`config.mk`:
```
export PLATFORM = sky130hd
export DESIGN_NAME = mfa_cell
export DESIGN_NICKNAME = d
export VERILOG_FILES = /design/src/rtl/mfa_pkg.sv /design/src/rtl/mfa_cell.sv
export SDC_FILE = /design/constraint.sdc
export NUM_CORES = 1
export LEC_CHECK = 0
export BUFFER_PORTS_ARGS = -buffer_cell sky130_fd_sc_hd__buf_4
export CORE_MARGIN = 3
export CORE_UTILIZATION = 35
export CTS_CLUSTER_DIAMETER = 30
export CTS_CLUSTER_SIZE = 28
export DETAILED_ROUTE_END_ITERATION = 7
export PLACE_DENSITY = 0.85
export SLEW_MARGIN = 15
export SYNTH_ARGS = -nofsm -noshare
export SYNTH_HDL_FRONTEND = slang
export SYNTH_SLANG_ARGS = --single-unit
```
`constraint.sdc`:
```
create_clock -name clk -period 1.2 [get_ports clk]
set_input_delay 0.24 -clock clk [delete_from_list [all_inputs] [get_ports clk]]
set_output_delay 0.24 -clock clk [all_outputs]
set_load 0.01 [all_outputs]
```
`src/rtl/mfa_pkg.sv`:
```
// ----------------------------------------------------------------------------
// mfa_pkg
// Types, constants and the sigmoid helpers for the perceptron block.
// ----------------------------------------------------------------------------
package mfa_pkg;

  localparam int InputsDef  = 54;
  localparam int HiddenDef  = 50;
  localparam int OutputsDef = 12;

  typedef enum logic [1:0] {
    OP_WEIGHT = 2'd0,
    OP_BIAS   = 2'd1,
    OP_INPUT  = 2'd2,
    OP_RUN    = 2'd3
  } opcode_t;

  typedef struct packed {
    logic [1:0]         opcode;
    logic [1:0]         target_layer;
    logic [5:0]         neuron_index;
    logic [5:0]         source_index;
    logic signed [15:0] value;
  } in_item_t;

  typedef struct packed {
    logic [3:0]         best_index;
    logic signed [15:0] best_state;
  } out_item_t;

  typedef enum logic [2:0] {
    ST_IDLE,
    ST_BIAS,
    ST_MAC,
    ST_ROUND,
    ST_ACT,
    ST_NEXT,
    ST_DONE
  } state_t;

  // Control handed from the sequencer to the cell row.
  typedef struct packed {
    logic mac;
    logic shift_in;
  } cell_ctl_t;

  // Rounded Q32.32 product used by the exponential below.
  function automatic logic [63:0] q32_mul(input logic [63:0] a, input logic [63:0] b);
    logic [127:0] p;
    p = a * b + 128'h8000_0000;
    return p[95:32];
  endfunction

  // e^(-e/256) in unsigned Q32.32 by rounded square and multiply. It is only
  // evaluated while the sigmoid table constants are elaborated.
  function automatic logic [63:0] exp_q32(input int e);
    logic [63:0] r;
    logic [63:0] b;
    int k;
    r = 64'h1_0000_0000;
    b = 64'd4278222805;
    k = e;
    while (k != 0) begin
      if ((k & 1) != 0) r = q32_mul(r, b);
      b = q32_mul(b, b);
      k = k >> 1;
    end
    return r;
  endfunction

endpackage

```
`src/rtl/mfa_cell.sv`:
```
// ----------------------------------------------------------------------------
// mfa_cell
// One stage of the activation row: holds one value of the previous layer and
// passes it to its neighbor while the dot product walks the row.
// ----------------------------------------------------------------------------
module mfa_cell
  import mfa_pkg::*;
(
  input  logic               clk,
  input  cell_ctl_t          ctl,
  input  logic signed [15:0] prev_val,
  input  logic signed [15:0] load_val,
  output logic signed [15:0] val
);

  logic signed [15:0] val_r;

  // In a dot product the first nprev cells rotate, so each of them presents each value in turn.
  always_ff @(posedge clk) begin
    if (ctl.shift_in) begin
      val_r <= load_val;
    end else if (ctl.mac) begin
      val_r <= prev_val;
    end
  end

  assign val = val_r;

endmodule

```
==> impl_metrics.env <==
export IMPL_worstMarginPinSlew_ns=0.253
export IMPL_seq_area_frac_synth_pct=65.6
export IMPL_core_area_um2=1840
export IMPL_synth_top_cell_area_share_pct=65.6
export IMPL_synthesis_nets=70
export IMPL_slew_limit_headroom_pct=83.1
export IMPL_p_per_area_nw_per_um2=1120
export IMPL_first_iter_violations=3
export IMPL_hold_path_class="input port to flip-flop"
export IMPL_rsz0062_at_grt="no"
export IMPL_fmax_mhz=935
export IMPL_path_cells="buf_4"
export IMPL_synth_top_cell_by_area="edfxtp_1"
export IMPL_tns_ns=0
export IMPL_synth_seq_cells=16
export IMPL_initial_utilization_pct=39.8
export IMPL_grt_total_usage_pct=12.2
export IMPL_worst_path_max_delay_cell="edfxtp_1"
export IMPL_outcome="finished clean"
export IMPL_largest_reg_flops=16
export IMPL_worstPathRequired_ns=0.96
export IMPL_power_leakage_nw=0.523
export IMPL_max_clock_path_buffers=2
export IMPL_slew_viol_final=0
export IMPL_routedWlPerCell_um=13.3
export IMPL_place_congestion=0.586
export IMPL_remaining_drc_errors=0
export IMPL_hold_viol=0
export IMPL_cts_tree="yes"
export IMPL_dr_pass1_iters=2
export IMPL_path_delay_family="flip-flops"
export IMPL_grt_max_degree=18
export IMPL_nets=123
export IMPL_syn_cell_area_um2=732
export IMPL_max_stage_delay_ns=0.39
export IMPL_postSynthAreaPerCell_um2=20.9
export IMPL_worstSetupPathType="flip-flop to output pin"
export IMPL_postCtsHoldBufs=0
export IMPL_cts_resized=0
export IMPL_overflow=0
export IMPL_synthTopCellsByArea="edfxtp_1, mux2_4, mux2_2"
export IMPL_grt_pass1_vias=494
export IMPL_ioPinCount=51
export IMPL_irDropWorstVdd_mv=0.470
export IMPL_vias=497
export IMPL_synthToLayoutAreaGrowth_pct=55.2
export IMPL_yosysWarningCount=0
export IMPL_syn_inst=35
export IMPL_stdcell_count=112
export IMPL_min_period_ns=1.07
export IMPL_path_buf_inv=1
export IMPL_cts_made_buffers=3
export IMPL_finish_instance_area_um2=1140
export IMPL_placed_area_um2=1110
export IMPL_synth_cell_types=6
export IMPL_cts_sinks=16
export IMPL_crit_path_start_kind="flip-flop"
export IMPL_dp_cells=108
export IMPL_ant_nets=0
export IMPL_cap_violations=0
export IMPL_utilization_pct=61.8
export IMPL_n_antenna_cell=0
export IMPL_vias_per_cell=4.44
export IMPL_path_clk_slew_ns=0.09
export IMPL_cts_root_buf="clkbuf_4"
export IMPL_io_buffers=50
export IMPL_crit_path_end_kind="output pin"
export IMPL_route_final_wire_length_um=1490
export IMPL_drive_above_1_share_pct=80.5
export IMPL_antenna_found_initial=0
export IMPL_htreeDepth=1
export IMPL_setup_violations=0
export IMPL_grt_pass1_wl_um=2310
export IMPL_path_max_fanout=1
export IMPL_timing_final_crit_share_pct=89.1
export IMPL_post_cts_buffers=0
export IMPL_dieHeight_um=51.7
export IMPL_die_x_um=51.7
export IMPL_rows=15
export IMPL_arrival_ns=0.83
export IMPL_die_area_um2=2680
-- layout by cell type, fill, tap and decap left out --
| cell type | count |
|---|---|
| mux2_2 | 7 |
| or2_4 | 1 |
| edfxtp_1 | 16 |
| clkinv_1 | 1 |
| mux2_4 | 9 |
| buf_4 | 50 |
| clkbuf_4 | 3 |
-- path summary, 6_finish.rpt --
| path | slack [ns] | cells after the start | start | endpoint |
|---|---|---|---|---|
| min | 0.26 | 2 | prev_val[8] | val[8]$_DFFE_PP_ |
| max | 0.13 | 1 | val[11]$_DFFE_PP_ | val[11] |
-- synth_stat cells --
cell	count
buf_12	1
buf_6	1
edfxtp_1	16
mux2_2	7
mux2_4	9
or2_1	1
-- per-stage QoR --
| stage | total power, mW | hold slack [ns] | worst slack (ns) |
|---|---|---|---|
| 3_5_place_dp | 1.01 | 0.543 | 0.0567 |
| 6_report | 1.27 | 0.255 | 0.131 |
| 3_3_place_gp | 1.00 | 0.544 | 0.0828 |
| 2_1_floorplan | 0.837 | 0.457 | 0.116 |
| 4_1_cts | 1.29 | 0.247 | 0.116 |
| 5_1_grt | 1.35 | 0.233 | 0.0623 |
-- layout make-up --
class	instances	area, um2
fillers	159	703
flip-flops and latches	16	480
repair buffers	50	375
multi-input cells	17	223
well taps	25	31.3
clock buffers	3	22.5
clock inverters	1	3.75
-- power breakdown --
group	internal [mW]	switching [mW]
logic	0.192	0.100
clock network	0.120	0.159
registers	0.685	0.0166
-- routing by layer --
metal / vias to the layer above / track usage, % / wire [um]
met1: 213 / 13.4 / 553
met4: 0 / 9.17 / 38
met5: - / 0 / 0
li1: 241 / - / -
met2: 39 / 21.2 / 707
met3: 4 / 1.72 / 189
-- cells by family (layout without fill, tap and decap cells) --
group / Yosys count / after routing / share of synthesized area, %
mux: 16 / 16 / 29.2
flops: 16 / 16 / 65.6
buf+inv: 2 / 54 / 4.27
simple gates: 1 / 1 / 0.855
(Power assumes the default switching activity.)
